`config.mk`:
```
export PLATFORM = sky130hd
export DESIGN_NAME = bps_front
export DESIGN_NICKNAME = d
export VERILOG_FILES = /design/src/design/blinn_phong_ascii_shader_defines.svh /design/src/design/bps_pkg.sv /design/src/design/bps_front.sv
export SDC_FILE = /design/constraint.sdc
export NUM_CORES = 1
export LEC_CHECK = 0
export ABC_AREA = 1
export BUFFER_PORTS_ARGS = -buffer_cell sky130_fd_sc_hd__buf_2
export CELL_PAD_IN_SITES_DETAIL_PLACEMENT = 0
export CELL_PAD_IN_SITES_GLOBAL_PLACEMENT = 1
export CORE_ASPECT_RATIO = 1.1
export CORE_MARGIN = 2
export CORE_UTILIZATION = 29
export DETAILED_ROUTE_END_ITERATION = 10
export GPL_TIMING_DRIVEN = 1
export PLACE_DENSITY_LB_ADDON = 0.1
export SETUP_SLACK_MARGIN = 0.05
export SLEW_MARGIN = 0
export SYNTH_ARGS = -nofsm -noshare
export SYNTH_HDL_FRONTEND = slang
export SYNTH_SLANG_ARGS = --single-unit
```
`constraint.sdc`:
```
create_clock -name clk -period 6.2 [get_ports clk]
set_input_delay 0.31 -clock clk [delete_from_list [all_inputs] [get_ports clk]]
set_output_delay 0.31 -clock clk [all_outputs]
set_load 0.03 [all_outputs]
```
`src/design/blinn_phong_ascii_shader_defines.svh`:
```
// ----------------------------------------------------------------------------
// shader assertion macros
// shared concurrent checks, sampled on clk and disabled while arst_n is low
// ----------------------------------------------------------------------------
`ifndef BLINN_PHONG_ASCII_SHADER_DEFINES_SVH
`define BLINN_PHONG_ASCII_SHADER_DEFINES_SVH

// condition holds at every edge
`define BPS_ASSERT_ALWAYS(label, cond) \
	label: assert property (@(posedge clk) disable iff (!arst_n) (cond)) \
		else $error("%m: check failed");

// condition holds at the edge after the trigger
`define BPS_ASSERT_NEXT(label, trig, cond) \
	label: assert property (@(posedge clk) disable iff (!arst_n) (trig) |=> (cond)) \
		else $error("%m: check failed");

`endif

```
`src/design/bps_pkg.sv`:
```
// ----------------------------------------------------------------------------
// bps_pkg
// shared types, constants and tables of the ascii blinn-phong shader
// ----------------------------------------------------------------------------
`default_nettype none

package bps_pkg;

	localparam int QUEUE_DEPTH = 4;
	localparam int MAT_LIMIT = 9;

	localparam logic [14:0] ONE_F = 15'd16384;
	localparam logic [30:0] FOG_ONE = 31'h4000_0000;
	localparam logic [28:0] INV_E = 29'd395007542;
	localparam logic [5:0] FOG_K_LIMIT = 6'd12;
	localparam logic [14:0] CS_BASE = 15'd4915;
	localparam logic [14:0] CS_SLOPE = 15'd11469;

	localparam logic [15:0] RST_LIGHT_X = 16'd7077;
	localparam logic [15:0] RST_LIGHT_Y = 16'd14154;
	localparam logic [15:0] RST_LIGHT_Z = 16'd4246;
	localparam logic [14:0] RST_AMBIENT = 15'd3277;
	localparam logic [14:0] RST_DIFFUSE = 15'd9830;
	localparam logic [14:0] RST_SPECULAR = 15'd4915;
	localparam logic [15:0] RST_FOG_RATE = 16'd3277;

	typedef enum logic [2:0] {
		REG_LIGHT_X,
		REG_LIGHT_Y,
		REG_LIGHT_Z,
		REG_AMBIENT,
		REG_DIFFUSE,
		REG_SPECULAR,
		REG_FOG_RATE
	} reg_idx_t;

	typedef struct packed {
		logic signed [15:0] light_x;
		logic signed [15:0] light_y;
		logic signed [15:0] light_z;
		logic [14:0] ambient;
		logic [14:0] diffuse_gain;
		logic [14:0] specular_gain;
		logic [15:0] fog_rate;
	} cfg_t;

	typedef struct packed {
		logic signed [15:0] nx;
		logic signed [15:0] ny;
		logic signed [15:0] nz;
		logic signed [16:0] hx;
		logic signed [16:0] hy;
		logic signed [16:0] hz;
		logic [3:0] mat;
		logic [15:0] dst;
	} qent_t;

	function automatic logic [8:0] mat_rgb(input logic [3:0] idx);
		case (idx)
			4'd1: return {3'd5, 3'd1, 3'd1};
			4'd2: return {3'd1, 3'd3, 3'd5};
			4'd3: return {3'd5, 3'd4, 3'd0};
			4'd4: return {3'd5, 3'd5, 3'd0};
			4'd5: return {3'd5, 3'd0, 3'd5};
			4'd6: return {3'd0, 3'd5, 3'd5};
			4'd7: return {3'd2, 3'd5, 3'd2};
			4'd8: return {3'd5, 3'd2, 3'd3};
			default: return {3'd2, 3'd3, 3'd2};
		endcase
	endfunction

	function automatic logic [6:0] ramp_glyph(input logic [3:0] lvl);
		case (lvl)
			4'd1: return 7'd46;
			4'd2: return 7'd58;
			4'd3: return 7'd45;
			4'd4: return 7'd61;
			4'd5: return 7'd43;
			4'd6: return 7'd42;
			4'd7: return 7'd35;
			4'd8: return 7'd37;
			4'd9: return 7'd64;
			default: return 7'd32;
		endcase
	endfunction

endpackage

`default_nettype wire

```
`src/design/bps_front.sv`:
```
// ----------------------------------------------------------------------------
// bps_front
// input register: forms the half vector and resolves the material index
// ----------------------------------------------------------------------------
`default_nettype none

module bps_front import bps_pkg::*; (
	input  logic               clk,
	input  logic               arst_n,
	input  cfg_t               cfg,
	input  logic               pixel_valid,
	output logic               pixel_stall,
	input  logic signed [15:0] normal_x,
	input  logic signed [15:0] normal_y,
	input  logic signed [15:0] normal_z,
	input  logic signed [15:0] ray_x,
	input  logic signed [15:0] ray_y,
	input  logic signed [15:0] ray_z,
	input  logic [3:0]         mat_sel,
	input  logic [15:0]        hit_distance,
	output logic               push,
	output qent_t              push_ent,
	input  logic               q_full
);

	logic  v_s1;
	qent_t ent_s1;

	assign pixel_stall = v_s1 & q_full;
	assign push = v_s1 & ~q_full;
	assign push_ent = ent_s1;

	always_ff @(posedge clk or negedge arst_n) begin
		if (!arst_n) begin
			v_s1 <= 1'b0;
		end else if (!pixel_stall) begin
			v_s1 <= pixel_valid;
		end
	end

	always_ff @(posedge clk) begin
		if (pixel_valid && !pixel_stall) begin
			ent_s1.nx <= normal_x;
			ent_s1.ny <= normal_y;
			ent_s1.nz <= normal_z;
			ent_s1.hx <= $signed({cfg.light_x[15], cfg.light_x}) - $signed({ray_x[15], ray_x});
			ent_s1.hy <= $signed({cfg.light_y[15], cfg.light_y}) - $signed({ray_y[15], ray_y});
			ent_s1.hz <= $signed({cfg.light_z[15], cfg.light_z}) - $signed({ray_z[15], ray_z});
			ent_s1.mat <= ({1'b0, mat_sel} < 5'(MAT_LIMIT)) ? mat_sel : 4'd0;
			ent_s1.dst <= hit_distance;
		end
	end

endmodule

`default_nettype wire

```
==> run_results.csv, run 1 <==
group,metric,value,unit
logic_synthesis,ys_warn_count,0,
place,place_congestion,0.773,
global_route,grt_max_degree,69,
setup_path,crit_path_cell_trace,"nand2_1 -> inv_1 -> nor2_4 -> buf_4",
sta,tns,0,ps
place,place_inst,1376,
clock_tree,clock_tree.buffer_depth,2,
min_path,holdPathStages,1,
logic_synthesis,synth.top_cell.area_share,52.7,%
cells_and_area,design_area,0.00922,sq mm
setup_path,critPathBufInv,2,
detailed_routing,first_pass_iters,4,
flow_run,drv_cap,0,
logic_synthesis,synth.area.top_cells,"edfxtp_1 53%, nand2_1 16%, inv_1 11%",
cells_and_area,finalNetCount,1376,
pwr,p_leak,5.10,nW
sta,holdWs,57.2,ps
setup_path,critPathCapture,"push_ent[7]",
floorplanning,num_rows,58,
cells_and_area,layout-drive-gt1-share,29.2,%
detailed_routing,via_count,5761,
sta,slew-limit-headroom,41.8,%
detailed_routing,wl,18.9,mm
floorplanning,dieArea,0.0246,sq mm
sta,finalSetupViolCount,0,
logic_synthesis,yosysMostFrequentCell,"nand2_1",
setup_path,critPathTopFamily,"buffers and inverters",
clock_tree,cts_tree,"yes",
place,port_buffers,288,
setup_path,rr_worst_depth,4,
floorplanning,core-area,0.0229,sq mm
logic_synthesis,synth_cells,786,
setup_path,cp.depth,4,
sta,setup_ws,4480,ps
setup_path,worst_path_max_delay_cell,"buf_4",
floorplanning,ios,350,
outcome,status,"finished, final reports clean",
cells_and_area,final_cells,1411,
floorplanning,initial_core_util,29.6,%
place,hpwl,15.4,mm
clock_tree,path_clk_slew,70,ps
logic_synthesis,syn_avg_cell_area,8.63,sq um
floorplanning,die_h,164,um
global_route,grt_pass1_vias,5551,
sta,fin_crit,1720,ps
logic_synthesis,ys.flop_type,"edfxtp_1",
clock_tree,cts_setup_buffers,0,
setup_path,cpPeakStageDelay,680,ps
logic_synthesis,syn-cell-area,0.00678,sq mm
logic_synthesis,synth_nets,1066,
setup_path,end_kind,"flop",
sta,rsz0062_at_grt,"false",
logic_synthesis,seq_area_frac_synth,53.1,%
logic_synthesis,ys_types,15,
cells_and_area,utilization,40.2,%
detailed_routing,initialDrtViolationCount,200,
setup_path,startpoint,"v_s1",
logic_synthesis,synth_common_cells,"283 x nand2_1, 201 x inv_1, 119 x edfxtp_1, 48 x ha_1, 34 x nand3_1",
setup_path,r2r-start,"v_s1",
pwr,finalPower,2.53,mW
detailed_routing,drc,0,
setup_path,worstReg2RegEnd,"push_ent[7]",
clock_tree,cts_buffers,17,
min_path,hold_class,"in2reg",
place,place_area,0.00862,sq mm
sta,finalHoldViolCount,0,
clock_tree,cts-root-buf,"clkbuf_16",
setup_path,start_kind,"flop",
clock_tree,clock_latency,420,ps
sta,drv_slew,0,
pwr,peakVddDrop,0.168,mV
sta,period_share,27.7,%
detailed_routing,ant_nets,0,
logic_synthesis,synth_seq_cells,120,
logic_synthesis,synth_edf_count,119,
setup_path,critPathArrivalTime,1760,ps
logic_synthesis,synth_top_area_cell,"edfxtp_1",
detailed_routing,drt-wirelength-per-cell,13.4,um
global_route,antenna_found_initial,3,
sta,worstMarginPinSlew,872,ps
detailed_routing,routed_via_density,4.08,
logic_synthesis,async_reset_ff_share,0.833,%
place,dp_slack,4110,ps
global_route,grt_pass1_wl,28.5,mm
cells_and_area,syn_to_final_growth,35.9,%
sta,max_freq,582,MHz
setup_path,worstPathMaxFanout,68,
clock_tree,cts_max_level,4,
clock_tree,cts_hold_buf,1,
sta,skew,11.3,ps
clock_tree,clock_sinks,120,
clock_tree,cts-resized-gates,0,
pwr,pwr_density_cell,275,mW/mm^2
floorplanning,die_w,150,um
setup_path,cp.required,6240,ps
setup_path,r2r_slack,4480,ps
setup_path,path_class,"reg2reg",
global_route,grt_usage,15.2,%
global_route,overflow,0,
where the power goes:
group	internal [mW]	leakage [nW]	switching (mW)	total, mW
logic	0.183	3.67	0.368	0.551
registers	0.978	1.15	0.0140	0.992
clock network	0.538	0.281	0.451	0.990
routing by layer:
| metal | up-vias | global-route usage, % | share of wire [%] |
|---|---|---|---|
| li1 | 3054 | - | - |
| met1 | 2477 | 17.0 | 40 |
| met2 | 208 | 26.8 | 48 |
| met3 | 20 | 5.77 | 11 |
| met4 | 2 | 4.76 | 1.5 |
| met5 | - | 0 | 0.069 |
cells by family after synthesis:
family | after synthesis | synth area share, %
flops | 120 | 53.1
compound gates | 31 | 2.31
fa+ha+maj | 51 | 9.74
xor+xnor | 21 | 2.71
buf+inv | 201 | 11.1
simple gates | 362 | 21.1
how the worst min path moves through the flow:
stage	from	endpoint	slack [ps]
floorplan	arst_n	v_s1	10
global placement	arst_n	v_s1	80
detailed placement	arst_n	v_s1	90
CTS	normal_z[1]	push_ent[72]	40
global route	normal_z[11]	push_ent[82]	40
finish	normal_y[9]	push_ent[96]	60
sequential cells by signal, indices dropped and copies added (netlist names):
register  count
push_ent    119
v_s1          1
layout by cell type (no fill, tap or decap):
master           n
a21oi_1         30
a31oi_1          1
buf_2          288
buf_4            2
clkbuf_16       17
clkinv_4         1
clkinv_8         2
clkinvlp_4       2
dfrtp_1          1
diode_2          2
dlygate4sd3_1    1
edfxtp_1       119
fa_1             3
ha_1            48
inv_1          201
inv_6            5
inv_8            5
nand2_1        283
nand2_2          1
nand3_1         34
nor2_1          27
nor2_4           1
nor3_1          12
or2_1            4
xnor2_1          7
xor2_1          14
layout make-up:
type / count / area (sq um)
Fill cell: 2441 / 13700
Clock inverter: 15 / 156
Clock buffer: 17 / 425
Antenna cell: 2 / 5.00
Multi-Input combinational cell: 465 / 2440
Tap cell: 300 / 375
Inverter: 201 / 754
Sequential cell: 120 / 3600
Timing Repair Buffer: 291 / 1470
Note: power is estimated with default switching activity, not from simulation.
==> run 2, diff against run 1 <==
--- a/config.mk
+++ b/config.mk
@@ -11,7 +11,7 @@
 export CELL_PAD_IN_SITES_GLOBAL_PLACEMENT = 1
 export CORE_ASPECT_RATIO = 1.1
 export CORE_MARGIN = 2
-export CORE_UTILIZATION = 29
+export CORE_UTILIZATION = 32
 export DETAILED_ROUTE_END_ITERATION = 10
 export GPL_TIMING_DRIVEN = 1
 export PLACE_DENSITY_LB_ADDON = 0.1
==> constraint.sdc (replaced) <==
create_clock -name clk -period 1.6 [get_ports clk]
set_input_delay 0.08 -clock clk [delete_from_list [all_inputs] [get_ports clk]]
set_output_delay 0.08 -clock clk [all_outputs]
set_load 0.03 [all_outputs]
==> run 2 against run 1 <==
  * Cell area grew 9.1%
  * Total power grew to 4.1 times the previous value
  * Clock skew shrank 4.6 ps
  * First-iteration DRC count shrank 21%
  * Global-route usage grew 2.4 points
  * Via count grew 5.6%
  * Combinational power grew to 4.2 times the previous value
==> run_results.csv, run 2 (synthesis results as in run 1) <==
group,metric,value,unit
pwr,peakVddDrop,0.676,mV
detailed_routing,drc,0,
clock_tree,cts_tree,"yes",
clock_tree,cts-root-buf,"clkbuf_16",
clock_tree,cts_buffers,17,
setup_path,cp_common_cell,"buf_12",
cells_and_area,final_cell_mix,"288 x buf_2, 282 x nand2_1, 200 x inv_1",
clock_tree,cts-resized-gates,0,
setup_path,critPathTopFamily,"buffers and inverters",
floorplanning,initial_core_util,32.7,%
cells_and_area,final_common_cell,"buf_2",
global_route,antenna_found_initial,2,
sta,rsz0062_at_grt,"false",
cells_and_area,layout-drive-gt1-share,28.0,%
setup_path,start_kind,"flop",
global_route,grt_pass1_vias,6110,
setup_path,end_kind,"flop",
detailed_routing,ant_nets,0,
detailed_routing,wl,19.5,mm
pwr,p_leak,5.47,nW
sta,tns,0,ps
floorplanning,num_rows,55,
cells_and_area,final_cells,1473,
pwr,pwr_density_cell,1030,mW/mm^2
setup_path,crit_path_cell_trace,"nand2_2 -> inv_4 -> nor2_4 -> buf_12 -> buf_12",
sta,period_share,87.3,%
sta,fin_crit,1400,ps
setup_path,critPathBufInv,3,
setup_path,cpPeakStageDelay,400,ps
sta,drv_slew,0,
place,port_buffers,288,
cells_and_area,finalNetCount,1453,
setup_path,worst_path_max_delay_cell,"dfrtp_1",
detailed_routing,via_count,6086,
clock_tree,clock_sinks,120,
sta,skew,6.68,ps
clock_tree,path_clk_slew,60,ps
detailed_routing,initialDrtViolationCount,158,
clock_tree,cts_max_level,4,
place,place_congestion,0.773,
global_route,grt_max_degree,28,
cells_and_area,largest_register_ffs,119,
flow_run,drv_cap,0,
place,place_area,0.00870,sq mm
setup_path,cp.required,1720,ps
cells_and_area,design_area,0.0101,sq mm
place,hpwl,15.3,mm
clock_tree,clock_latency,410,ps
floorplanning,ios,350,
global_route,grt_pass1_wl,30.3,mm
floorplanning,dieArea,0.0224,sq mm
sta,worstMarginPinSlew,335,ps
min_path,hold_class,"in2reg",
floorplanning,die_h,157,um
setup_path,path_class,"reg2reg",
sta,slew-limit-headroom,77.7,%
cells_and_area,syn_to_final_growth,48.3,%
setup_path,critPathArrivalTime,1510,ps
global_route,overflow,0,
setup_path,worstPathMaxFanout,24,
sta,finalSetupViolCount,0,
clock_tree,clock_tree.buffer_depth,2,
detailed_routing,drt-wirelength-per-cell,13.2,um
sta,finalHoldViolCount,0,
detailed_routing,routed_via_density,4.13,
outcome,status,"finished, final reports clean",
place,place_inst,1367,
floorplanning,die_w,143,um
pwr,finalPower,10.3,mW
detailed_routing,first_pass_iters,4,
cells_and_area,utilization,48.6,%
sta,max_freq,716,MHz
global_route,grt_usage,17.6,%
floorplanning,core-area,0.0207,sq mm
[run 2: cell types whose count changed in the layout (fill, tap and decap cells not counted), sizes merged]
cell,change
dlygate4sd3,+71
buf,+6
bufinv,+3
clkinv,-1
clkinvlp,-1
inv,-1
[run 2: worst paths after layout]
| path | startpoint | to | slack, ps | cells past startpoint |
|---|---|---|---|---|
| max in group asynchronous | arst_n | v_s1 | 980 | 3 |
| min in group asynchronous | arst_n | v_s1 | 520 | 3 |
| worst max register to register | v_s1 | push_ent[105] | 200 | 5 |
| worst max-delay path | v_s1 | push_ent[105] | 200 | 5 |
| worst min register to register | v_s1 | push_ent[111] | 910 | 4 |
| worst min-delay path | ray_y[0] | push_ent[37] | 40 | 3 |
[run 2: tightest hold or removal path: cells and delay by family]
family | cells | cell delay, ps
fa+ha+maj | 1 | 100
buf+inv | 2 | 110
[run 2: repair_timing]
action,CTS,global route
setup buffers,0,0
endpoints found under the hold margin,69,0
hold buffers,72,0
[run 2: cell type report]
cell class	count	area (sq um)
Antenna cell	2	5.00
Clock buffer	17	425
Clock inverter	15	204
Fill cell	2022	10700
Inverter	201	757
Multi-Input combinational cell	465	2440
Sequential cell	120	3600
Tap cell	285	357
Timing Repair Buffer	368	2270
[run 2: through the flow]
step                setup WS (ps)  hold WS (ps)
floorplan                   -1110          -216
global placement             -136          -145
detailed placement           -164          -145
CTS                           201          26.1
global route                  128          29.4
finish                        203          44.6
[run 2: power breakdown]
group	internal [mW]	total [mW]	switching (mW)
Sequential	3.79	3.85	0.0601
Combinational	0.856	2.33	1.47
Clock	2.52	4.16	1.64
Total	7.17	10.3	3.17
[run 2: per-layer routing]
metal / vias to the layer above / GRT usage [%] / routed length [um]
met2: 210 / 32.7 / 10000
met4: 0 / 5.42 / 285
met3: 17 / 5.69 / 1680
met5: - / 0 / 0
met1: 2654 / 18.9 / 7490
li1: 3205 / - / -
