**src/design/blinn_phong_ascii_shader_defines.svh**
```systemverilog
// ----------------------------------------------------------------------------
// shader assertion macros
// shared concurrent checks, sampled on clk and disabled while arst_n is low
// ----------------------------------------------------------------------------
`ifndef BLINN_PHONG_ASCII_SHADER_DEFINES_SVH
`define BLINN_PHONG_ASCII_SHADER_DEFINES_SVH

// condition holds at every edge
`define BPS_ASSERT_ALWAYS(label, cond) \
	label: assert property (@(posedge clk) disable iff (!arst_n) (cond)) \
		else $error("%m: check failed");

// condition holds at the edge after the trigger
`define BPS_ASSERT_NEXT(label, trig, cond) \
	label: assert property (@(posedge clk) disable iff (!arst_n) (trig) |=> (cond)) \
		else $error("%m: check failed");

`endif

```
**src/design/bps_pkg.sv**
```systemverilog
// ----------------------------------------------------------------------------
// bps_pkg
// shared types, constants and tables of the ascii blinn-phong shader
// ----------------------------------------------------------------------------
`default_nettype none

package bps_pkg;

	localparam int QUEUE_DEPTH = 4;
	localparam int MAT_LIMIT = 9;

	localparam logic [14:0] ONE_F = 15'd16384;
	localparam logic [30:0] FOG_ONE = 31'h4000_0000;
	localparam logic [28:0] INV_E = 29'd395007542;
	localparam logic [5:0] FOG_K_LIMIT = 6'd12;
	localparam logic [14:0] CS_BASE = 15'd4915;
	localparam logic [14:0] CS_SLOPE = 15'd11469;

	localparam logic [15:0] RST_LIGHT_X = 16'd7077;
	localparam logic [15:0] RST_LIGHT_Y = 16'd14154;
	localparam logic [15:0] RST_LIGHT_Z = 16'd4246;
	localparam logic [14:0] RST_AMBIENT = 15'd3277;
	localparam logic [14:0] RST_DIFFUSE = 15'd9830;
	localparam logic [14:0] RST_SPECULAR = 15'd4915;
	localparam logic [15:0] RST_FOG_RATE = 16'd3277;

	typedef enum logic [2:0] {
		REG_LIGHT_X,
		REG_LIGHT_Y,
		REG_LIGHT_Z,
		REG_AMBIENT,
		REG_DIFFUSE,
		REG_SPECULAR,
		REG_FOG_RATE
	} reg_idx_t;

	typedef struct packed {
		logic signed [15:0] light_x;
		logic signed [15:0] light_y;
		logic signed [15:0] light_z;
		logic [14:0] ambient;
		logic [14:0] diffuse_gain;
		logic [14:0] specular_gain;
		logic [15:0] fog_rate;
	} cfg_t;

	typedef struct packed {
		logic signed [15:0] nx;
		logic signed [15:0] ny;
		logic signed [15:0] nz;
		logic signed [16:0] hx;
		logic signed [16:0] hy;
		logic signed [16:0] hz;
		logic [3:0] mat;
		logic [15:0] dst;
	} qent_t;

	function automatic logic [8:0] mat_rgb(input logic [3:0] idx);
		case (idx)
			4'd1: return {3'd5, 3'd1, 3'd1};
			4'd2: return {3'd1, 3'd3, 3'd5};
			4'd3: return {3'd5, 3'd4, 3'd0};
			4'd4: return {3'd5, 3'd5, 3'd0};
			4'd5: return {3'd5, 3'd0, 3'd5};
			4'd6: return {3'd0, 3'd5, 3'd5};
			4'd7: return {3'd2, 3'd5, 3'd2};
			4'd8: return {3'd5, 3'd2, 3'd3};
			default: return {3'd2, 3'd3, 3'd2};
		endcase
	endfunction

	function automatic logic [6:0] ramp_glyph(input logic [3:0] lvl);
		case (lvl)
			4'd1: return 7'd46;
			4'd2: return 7'd58;
			4'd3: return 7'd45;
			4'd4: return 7'd61;
			4'd5: return 7'd43;
			4'd6: return 7'd42;
			4'd7: return 7'd35;
			4'd8: return 7'd37;
			4'd9: return 7'd64;
			default: return 7'd32;
		endcase
	endfunction

endpackage

`default_nettype wire

```
**src/design/bps_queue.sv**
```systemverilog
// ----------------------------------------------------------------------------
// bps_queue
// short register queue between the front register and the shading pipeline
// ----------------------------------------------------------------------------
`default_nettype none
`include "blinn_phong_ascii_shader_defines.svh"

module bps_queue import bps_pkg::*; #(
	parameter int DEPTH = QUEUE_DEPTH
) (
	input  logic  clk,
	input  logic  arst_n,
	input  logic  push,
	input  qent_t push_ent,
	output logic  full,
	input  logic  pop,
	output qent_t head,
	output logic  empty
);

	localparam int PW = $clog2(DEPTH);
	localparam int CW = $clog2(DEPTH + 1);

	qent_t          mem_q [DEPTH];
	logic [PW-1:0]  wr_q;
	logic [PW-1:0]  rd_q;
	logic [CW-1:0]  cnt_q;

	assign full = (cnt_q == CW'(DEPTH));
	assign empty = (cnt_q == '0);
	assign head = mem_q[rd_q];

	always_ff @(posedge clk or negedge arst_n) begin
		if (!arst_n) begin
			wr_q <= '0;
			rd_q <= '0;
			cnt_q <= '0;
		end else begin
			if (push) begin
				wr_q <= (wr_q == PW'(DEPTH - 1)) ? '0 : wr_q + 1'b1;
			end
			if (pop) begin
				rd_q <= (rd_q == PW'(DEPTH - 1)) ? '0 : rd_q + 1'b1;
			end
			if (push && !pop) begin
				cnt_q <= cnt_q + 1'b1;
			end else if (pop && !push) begin
				cnt_q <= cnt_q - 1'b1;
			end
		end
	end

	always_ff @(posedge clk) begin
		if (push) begin
			mem_q[wr_q] <= push_ent;
		end
	end

	`BPS_ASSERT_ALWAYS(a_cnt_range, cnt_q <= CW'(DEPTH))
	`BPS_ASSERT_ALWAYS(a_no_pop_empty, !(pop && empty))
	`BPS_ASSERT_NEXT(a_cnt_up, push && !pop, cnt_q == $past(cnt_q) + 1'b1)
	`BPS_ASSERT_NEXT(a_cnt_dn, pop && !push, cnt_q == $past(cnt_q) - 1'b1)

endmodule

`default_nettype wire

```
**config.mk**
```make
export PLATFORM = sky130hd
export DESIGN_NAME = bps_queue
export DESIGN_NICKNAME = d
export VERILOG_FILES = /design/src/design/bps_pkg.sv /design/src/design/bps_queue.sv
export VERILOG_INCLUDE_DIRS = /design/src /design/src/design
export SDC_FILE = /design/constraint.sdc
export NUM_CORES = 1
export LEC_CHECK = 0
export BUFFER_PORTS_ARGS = -buffer_cell sky130_fd_sc_hd__buf_4
export CORE_MARGIN = 4
export CORE_UTILIZATION = 45
export DETAILED_ROUTE_END_ITERATION = 7
export GPL_TIMING_DRIVEN = 0
export HOLD_SLACK_MARGIN = 0.08
export PLACE_DENSITY = 0.65
export SETUP_SLACK_MARGIN = 0.2
export SYNTH_ARGS = -nofsm -noshare
export SYNTH_HDL_FRONTEND = slang
export SYNTH_SLANG_ARGS = --single-unit
export TNS_END_PERCENT = 50
```
**constraint.sdc**
```tcl
create_clock -name clk -period 3.7 [get_ports clk]
set_input_delay 0.925 -clock clk [delete_from_list [all_inputs] [get_ports clk]]
set_output_delay 0.925 -clock clk [all_outputs]
set_load 0.02 [all_outputs]
```
==> results.json, run 1 <==
{
  "postPlaceCellArea_um2": 20300,
  "required_ps": 2770,
  "ir_drop_v": 0.000563,
  "ys_seq_area_share_pct": 82.3,
  "diodes": 0,
  "hold_viol": 0,
  "tightestPinTransition_ps": 679,
  "rows": 72,
  "final_area_um2": 21800,
  "cellInternalPower_mw": 12.4,
  "clockPowerShare_pct": 25.9,
  "rsz0062_at_grt": "no",
  "combPwrFrac_pct": 33.7,
  "synth_area_um2": 17600,
  "final_util_pct": 56.4,
  "wl_per_cell_um": 22.4,
  "cts.path.max_buffers": 3,
  "dieArea_um2": 42300,
  "total_power_mw": 17.8,
  "arrival_ps": 2310,
  "critPathCaptureType": "output port",
  "drtPass1Iterations": 4,
  "maxSlewViolCount": 0,
  "yosys.area.top_type": "edfxtp_1",
  "drt-total-wl_um": 34000,
  "area_delta_synth_final_pct": 24.0,
  "clock_latency_ps": 560,
  "ys_warn_count": 0,
  "drt_iter0_markers": 419,
  "finalCritPeriodShare_pct": 87.4,
  "fmax_ghz": 0.309,
  "p_sw_mw": 5.40,
  "start_util_pct": 45.5,
  "cp-start-kind": "register",
  "fin_nets": 1092,
  "ys_types": 19,
  "clk_pin_slew_ps": 60,
  "grt-ovfl-total": 0,
  "port_buffers": 243,
  "p_sw_share_pct": 30.3,
  "finalClockSkew_ps": 9.22,
  "outcome": "finished clean",
  "synth_edf_count": 476,
  "grt_usage_pct": 16.1,
  "antenna_found_initial": 1,
  "syn_avg_cell_area_um2": 26.7,
  "hp-class": "input pin to async pin",
  "maxCapViolations": 0,
  "synth_seq_cells": 483,
  "cp_max_fo": 10,
  "cellLeakagePower_nw": 7.45,
  "min_period_ps": 3230,
  "cts.sinks": 483,
  "drc": 0,
  "place_congestion": 0.701,
  "netlist.area_leader.share_pct": 81.3,
  "cts_tree": "done",
  "die_h_um": 206,
  "ys.flop_type": "edfxtp_1",
  "synthTopCellsByCount": "edfxtp_1, mux4_2, buf_2",
  "ant_nets": 0,
  "synthTopCellsByArea": "edfxtp_1, mux4_2, dfrtp_1, buf_6, ha_1",
  "fill_cells": 2837,
  "dp_hpwl_um": 21000,
  "grt_pass1_vias": 8370,
  "viasPerCell": 5.20,
  "dieWidth_um": 206,
  "drive_gt1_share_pct": 47.0,
  "critical_path_class": "register to output port",
  "pin_count": 244,
  "synthCells": 659,
  "ctsHoldBuffers": 0,
  "cts_buffers": 50,
  "finalSetupViolations": 0,
  "clockRootBuffer": "clkbuf_16",
  "p_per_area_nw_per_um2": 818,
  "dr_total_vias": 7878,
  "htree_levels": 2,
  "synth_fp_nets": 789,
  "seqPwrFrac_pct": 40.3,
  "grt_max_degree": 54,
  "yosysMostFrequentCell": "edfxtp_1",
  "grt_pass1_wl_um": 51300,
  "cts_setup_buffers": 0,
  "coreArea_um2": 38600,
  "async_flop_share_pct": 1.45,
  "maxSlewHeadroom_pct": 54.8
}
layer usage:
metal,vias to the layer above,global-route usage (%),wire (µm)
li1,3465,-,-
met1,4133,22.0,14200
met2,231,25.3,16400
met4,2,3.71,531
met3,47,5.83,2880
met5,-,0,13
power groups by stage:
stage	sequential, mW	clock, mW	combinational, mW
2_1_floorplan	7.32	0	3.72
3_3_place_gp	7.43	0	6.02
3_5_place_dp	7.31	0	6.18
4_1_cts	7.20	4.78	6.20
5_1_grt	7.26	5.01	6.45
6_report	7.19	4.63	6.02
critical path, cell delays in order (launching register included):
cell and delay (ps):
dfrtp_1 430, clkbuf_2 380, buf_2 370, mux4_2 380, buf_4 180
worst paths after layout:
kind | cells past startpoint | from | slack, ps | end
setup / recovery | 4 | rd_q[1]$_DFFE_PN0P_ | 470 | head[65]
hold / removal | 1 | arst_n | 160 | cnt_q[2]$_DFFE_PN0P_
setup reg to reg | 4 | wr_q[1]$_DFFE_PN0P_ | 1800 | mem_q[1][41]$_DFFE_PP_
hold reg to reg | 1 | cnt_q[2]$_DFFE_PN0P_ | 500 | cnt_q[2]$_DFFE_PN0P_
max in group asynchronous | 1 | arst_n | 3410 | wr_q[0]$_DFFE_PN0P_
min in group clk | 1 | cnt_q[2]$_DFFE_PN0P_ | 500 | cnt_q[2]$_DFFE_PN0P_
cell type report:
class | instances | area (µm²) | share of cell area (%)
Buffer | 27 | 200 | 0.918
Clock buffer | 68 | 1360 | 6.24
Clock inverter | 20 | 160 | 0.734
Inverter | 4 | 15.0 | 0.0688
Multi-Input combinational cell | 145 | 2910 | 13.4
Sequential cell | 483 | 14500 | 66.3
Tap cell | 518 | 648 | 2.97
Timing Repair Buffer | 251 | 2040 | 9.37
timing repair:
item / CTS / global route
endpoints found under the setup margin: 99 / 0
gates resized for setup: 1 / 0
endpoints found under the hold margin: 0 / 0
flip-flops by register name, indices dropped and copies added, names as in the netlist:
register / flops
rd_q: 2
cnt_q: 3
wr_q: 2
mem_q: 476
cell families (layout without fill, tap and decap cells):
kind of cell    Yosys count  after routing  share of synthesized area (%)
flops                   483            483                           82.3
mux                     122            122                           15.4
buf+inv                  31            370                           1.22
simple gates             11             11                          0.320
fa+ha+maj                 7              7                          0.541
xor+xnor                  3              3                          0.149
compound gates            2              2                         0.0569
stage by stage:
stage	setup TNS [ps]	cells	setup slack, ps	hold slack [ps]
after floorplan	-105310	659	-449	456
after global placement	-818080	1420	-2950	474
after detailed placement	0	1428	617	490
after CTS	0	1516	339	119
after global routing	0	1516	287	130
final	0	1516	468	164
layout by cell type (no fill, tap or decap):
cell type and n:
clkbuf_1 17, edfxtp_1 476, fa_1 1, dfrtp_1 7
buf_2 12, bufinv_16 2, buf_4 245, nor3b_1 1
inv_6 1, mux2_2 3, buf_6 10, xnor2_1 1
and2_4 4, nand2_1 2, ha_1 6, clkbuf_2 1
clkinv_4 1, inv_1 4, clkbuf_8 2, clkinv_2 6
mux4_2 119, xor2_1 2, nor2_1 3, buf_16 8
nor3_1 1, o21ai_0 2, clkinvlp_4 4, clkbuf_16 51
clkinv_1 6
Note: power is estimated with default switching activity, not from simulation.
==> run 2: changes to the inputs <==
--- a/config.mk
+++ b/config.mk
@@ -7,8 +7,10 @@
 export NUM_CORES = 1
 export LEC_CHECK = 0
 export BUFFER_PORTS_ARGS = -buffer_cell sky130_fd_sc_hd__buf_4
-export CORE_MARGIN = 4
+export CORE_MARGIN = 2
 export CORE_UTILIZATION = 45
+export CTS_CLUSTER_DIAMETER = 60
+export CTS_CLUSTER_SIZE = 16
 export DETAILED_ROUTE_END_ITERATION = 7
 export GPL_TIMING_DRIVEN = 0
 export HOLD_SLACK_MARGIN = 0.08
==> run 2 against run 1 <==
  * Critical path type unchanged
  * Highest routed layer is now met4
  * Power down 5.1%
  * Sequential cell count unchanged
  * Non-clock buffer count unchanged
  * Critical path depth up 1
  * Sequential power hardly changed
==> results.json, run 2 (synthesis gave the netlist of run 1 again) <==
{
  "layout_commonest_cell": "edfxtp_1",
  "dp_hpwl_um": 20600,
  "final_util_pct": 55.3,
  "maxSlewHeadroom_pct": 54.0,
  "outcome": "finished clean",
  "ff2ff_path_depth": 4,
  "fmax_ghz": 0.313,
  "cts.repair.resized": 1,
  "finalSetupViolations": 0,
  "place_congestion": 0.681,
  "hold_viol": 0,
  "port_buffers": 243,
  "htree_levels": 2,
  "rsz0062_at_grt": "no",
  "met3RoutedLength_um": 2660,
  "maxSlewViolCount": 0,
  "layout_common_cells": "edfxtp_1, buf_4, mux4_2",
  "coreArea_um2": 38600,
  "maxCapViolations": 0,
  "grt_pass1_vias": 8246,
  "min_period_ps": 3200,
  "fill_cells": 2887,
  "critical_path_class": "register to output port",
  "critPathCaptureType": "output port",
  "ir_drop_v": 0.000514,
  "drt_iter0_markers": 476,
  "reg_top3": "mem_q (476), cnt_q (3)",
  "clk_pin_slew_ps": 70,
  "cts.path.max_buffers": 3,
  "reg2reg_to": "mem_q[2][48]$_DFFE_PP_",
  "cts_buffers": 37,
  "ant_nets": 0,
  "arrival_ps": 2270,
  "multiInputGateArea_um2": 2910,
  "drive_gt1_share_pct": 46.4,
  "ff2ff_setup_slack_ps": 1780,
  "cellLeakagePower_nw": 7.24,
  "highest_layer": "met4",
  "cts_tree": "done",
  "cp-start-kind": "register",
  "met2_wirelength_um": 15500,
  "dr_total_vias": 7768,
  "clockRootBuffer": "clkbuf_16",
  "area_delta_synth_final_pct": 21.5,
  "finalClockSkew_ps": 10.5,
  "cts_setup_buffers": 0,
  "ctsHoldBuffers": 0,
  "fin_ws_ps": 503,
  "grt_pass1_wl_um": 50300,
  "pin_count": 244,
  "grt_usage_pct": 16.5,
  "antenna_found_initial": 0,
  "drt-total-wl_um": 33100,
  "ff_latch_area_um2": 14500,
  "grt-ovfl-total": 0,
  "dieWidth_um": 202,
  "largest_reg_flops": 476,
  "drtPass1Iterations": 4,
  "dieArea_um2": 40700,
  "regMostFlops": "mem_q",
  "die_h_um": 202,
  "diodes": 0,
  "tightestPinTransition_ps": 689,
  "rows": 72,
  "grt_max_degree": 55,
  "drc": 0,
  "wl_per_cell_um": 22.3,
  "fin_nets": 1079,
  "cts.sinks": 483,
  "start_util_pct": 45.5,
  "place_ws_ps": 718,
  "r2r-start": "wr_q[0]$_DFFE_PN0P_",
  "m1WireLength_um": 14200,
  "finalCritPeriodShare_pct": 86.4,
  "p_per_area_nw_per_um2": 792,
  "hp-class": "input pin to async pin",
  "clock_latency_ps": 540,
  "cp_max_fo": 10,
  "viasPerCell": 5.24,
  "required_ps": 2770
}
## run 2: cell count changes in the layout (fill, tap and decap cells not counted), sizes merged
cell / previous run / this run
clkbuf: 71 / 51
clkinv: 13 / 2
clkinvlp: 4 / 1
bufinv: 2 / 1
inv: 5 / 6
## run 2: metrics by stage
step | hold WS, ps | setup TNS (ps) | cell area, µm² | std cells | total power [mW]
final | 176 | 0 | 21400 | 1482 | 16.9
after global routing | 157 | 0 | 21400 | 1482 | 17.7
after CTS | 152 | 0 | 21400 | 1482 | 17.2
after detailed placement | 483 | 0 | 20300 | 1428 | 13.5
after global placement | 484 | -814320 | 20100 | 1420 | 13.4
after floorplan | 456 | -105310 | 17600 | 659 | 11.0
## run 2: how the worst max path moves through the flow
stage | start | to | depth (start not counted)
5_1_grt | rd_q[0]$_DFFE_PN0P_ | head[63] | 5
3_5_place_dp | rd_q[1]$_DFFE_PN0P_ | head[76] | 4
2_1_floorplan | push | mem_q[2][0]$_DFFE_PP_ | 1
4_1_cts | rd_q[0]$_DFFE_PN0P_ | head[63] | 5
3_3_place_gp | push | mem_q[2][57]$_DFFE_PP_ | 2
6_report | rd_q[0]$_DFFE_PN0P_ | head[63] | 5
## run 2: report_power, final
group          total, mW  internal (mW)  switching [mW]
logic               6.00           2.73            3.27
clock network       3.73           1.99            1.75
registers           7.18           7.00           0.185
## run 2: area by class of cell
class                           instances  share of cell area, %
Timing Repair Buffer                  251                   9.57
Sequential cell                       483                   67.7
Tap cell                              518                   3.03
Multi-Input combinational cell        145                   13.6
Buffer                                 27                  0.937
Inverter                                4                 0.0703
Clock inverter                          6                  0.316
Clock buffer                           48                   4.73
## run 2: critical path: stages, from the launching register on
cell and delay (ps):
dfrtp_1 360, buf_2 180, buf_6 230, buf_6 230, mux4_2 530, buf_4 180
## run 2: metal layers
layer	GRT usage, %	vias up
li1	-	3410
met1	22.6	4117
met2	25.2	196
met3	5.51	45
met4	5.30	0
met5	0	-
==> run 3: changes to the inputs <==
--- a/config.mk
+++ b/config.mk
@@ -14,7 +14,7 @@
 export DETAILED_ROUTE_END_ITERATION = 7
 export GPL_TIMING_DRIVEN = 0
 export HOLD_SLACK_MARGIN = 0.08
-export PLACE_DENSITY = 0.65
+export PLACE_DENSITY = 0.63
 export SETUP_SLACK_MARGIN = 0.2
 export SYNTH_ARGS = -nofsm -noshare
 export SYNTH_HDL_FRONTEND = slang
==> constraint.sdc (replaced) <==
create_clock -name clk -period 3.9 [get_ports clk]
set_input_delay 0.975 -clock clk [delete_from_list [all_inputs] [get_ports clk]]
set_output_delay 0.975 -clock clk [all_outputs]
set_load 0.02 [all_outputs]
==> run 3 against run 2 <==
  * Setup slack better by 130 ps
  * Clock skew is 8.8 ps higher
  * Sequential share of layout area is 0.079 points lower
  * Highest routed layer is now met5
  * Die area stayed put
==> results.json, run 3 (synthesis gave the netlist of run 1 again) <==
{
  "grt_max_degree": 56,
  "fmax_ghz": 0.306,
  "tns_ps": 0,
  "rows": 72,
  "drtPass1Iterations": 4,
  "pin_count": 244,
  "clk_pin_slew_ps": 70,
  "cp_slowest_cell": "dfrtp_1",
  "layout_commonest_cell": "edfxtp_1",
  "grt_usage_pct": 16.6,
  "worst_hold_slack_ps": 221,
  "rsz0062_at_grt": "no",
  "p_per_area_nw_per_um2": 751,
  "largest_reg_flops": 476,
  "maxSlewViolCount": 0,
  "cts_tree": "done",
  "regMostFlops": "mem_q",
  "ant_nets": 0,
  "grt-ovfl-total": 0,
  "grt_pass1_vias": 8161,
  "hp-class": "input pin to async pin",
  "reg_top3": "mem_q (476), cnt_q (3)",
  "place_congestion": 0.707,
  "clock_latency_ps": 550,
  "cp_cell_sequence": "clkbuf_2 -> buf_2 -> mux4_2 -> buf_4",
  "grt_pass1_wl_um": 50300,
  "port_buffers": 243,
  "drive_gt1_share_pct": 46.5,
  "cts_setup_buffers": 0,
  "crit_family": "buffers and inverters",
  "dieWidth_um": 202,
  "critical_path_class": "register to output port",
  "cp_num_buf_inv": 3,
  "finalSetupViolations": 0,
  "viasPerCell": 5.15,
  "outcome": "finished clean",
  "crit_path_max_incr_delay_ps": 420,
  "cellLeakagePower_nw": 7.24,
  "finalClockSkew_ps": 19.3,
  "cts_buffers": 38,
  "clockRootBuffer": "clkbuf_16",
  "start_util_pct": 45.5,
  "drt_iter0_markers": 428,
  "dp_hpwl_um": 20800,
  "htree_levels": 2,
  "cts.sinks": 483,
  "antenna_found_initial": 3,
  "ir_drop_v": 0.000508,
  "cp-start-kind": "register",
  "maxCapViolations": 0,
  "maxSlewHeadroom_pct": 54.9,
  "layout_common_cells": "edfxtp_1, buf_4, mux4_2",
  "drt-total-wl_um": 33100,
  "critPathCaptureType": "output port",
  "arrival_ps": 2300,
  "cts.path.max_buffers": 3,
  "tightestPinTransition_ps": 676,
  "required_ps": 2920,
  "fin_nets": 1080,
  "dieArea_um2": 40700,
  "finalCritPeriodShare_pct": 83.9,
  "min_period_ps": 3270,
  "dr_total_vias": 7661,
  "cp_max_fo": 10,
  "drc": 0,
  "wl_per_cell_um": 22.2,
  "coreArea_um2": 38600,
  "die_h_um": 202,
  "ctsHoldBuffers": 0,
  "area_delta_synth_final_pct": 21.6,
  "fill_cells": 2868,
  "hold_viol": 0
}
-- run 3: cell types whose count changed in the layout (fill, tap and decap cells not counted), sizes merged --
cell      before  now
clkinv         2    4
clkinvlp       1    3
diode          0    2
bufinv         1    0
clkbuf        51   52
-- run 3: what timing repair did --
action | in CTS | in global routing
hold endpoints to repair | 0 | 0
gates resized for setup | 1 | 0
setup endpoints to repair | 23 | 0
-- run 3: power by group --
part           switching (mW)  internal (mW)
combinational            3.11           2.59
sequential              0.175           6.64
clock                    1.69           1.87
-- run 3: worst register-to-register path, cell delays in order (launching register included) --
cell	delay (ps)
dfrtp_1	410
inv_1	110
ha_1	150
and2_4	580
buf_16	360
buf_16	270
-- run 3: worst paths after layout --
check | from | to | slack, ps | cells after the start
setup reg to reg | wr_q[0]$_DFFE_PN0P_ | mem_q[0][81]$_DFFE_PP_ | 1630 | 5
hold / removal | arst_n | cnt_q[2]$_DFFE_PN0P_ | 220 | 1
min in group clk | cnt_q[2]$_DFFE_PN0P_ | cnt_q[2]$_DFFE_PN0P_ | 490 | 1
hold reg to reg | cnt_q[2]$_DFFE_PN0P_ | cnt_q[2]$_DFFE_PN0P_ | 490 | 1
max in group asynchronous | arst_n | wr_q[0]$_DFFE_PN0P_ | 3560 | 1
setup / recovery | rd_q[1]$_DFFE_PN0P_ | head[96] | 630 | 4
-- run 3: cell type report --
cell class,count,area [µm²],area share [%]
Tap cell,518,648,3.03
Buffer,27,200,0.936
Inverter,4,15.0,0.0702
Sequential cell,483,14500,67.6
Timing Repair Buffer,251,2040,9.56
Clock inverter,9,63.8,0.298
Antenna cell,2,5.00,0.0234
Clock buffer,49,1030,4.83
Multi-Input combinational cell,145,2910,13.6
-- run 3: layer usage --
metal | up-vias | track usage (%) | wire length, µm
met1 | 3985 | 22.9 | 14100
met3 | 41 | 5.38 | 2670
li1 | 3419 | - | -
met5 | - | 0 | 12
met4 | 2 | 5.57 | 674
met2 | 214 | 25.3 | 15600
-- run 3: metrics by stage --
stage | total power [mW] | setup slack [ps] | std cells | instance area [µm²] | util (%)
after floorplan | 10.5 | -299 | 659 | 17600 | -
after global placement | 12.8 | -2830 | 1420 | 20100 | 51.9
after detailed placement | 12.8 | 789 | 1428 | 20300 | 52.5
after CTS | 16.4 | 530 | 1486 | 21400 | 55.3
after global routing | 16.8 | 478 | 1488 | 21400 | 55.3
final | 16.1 | 629 | 1488 | 21400 | 55.3
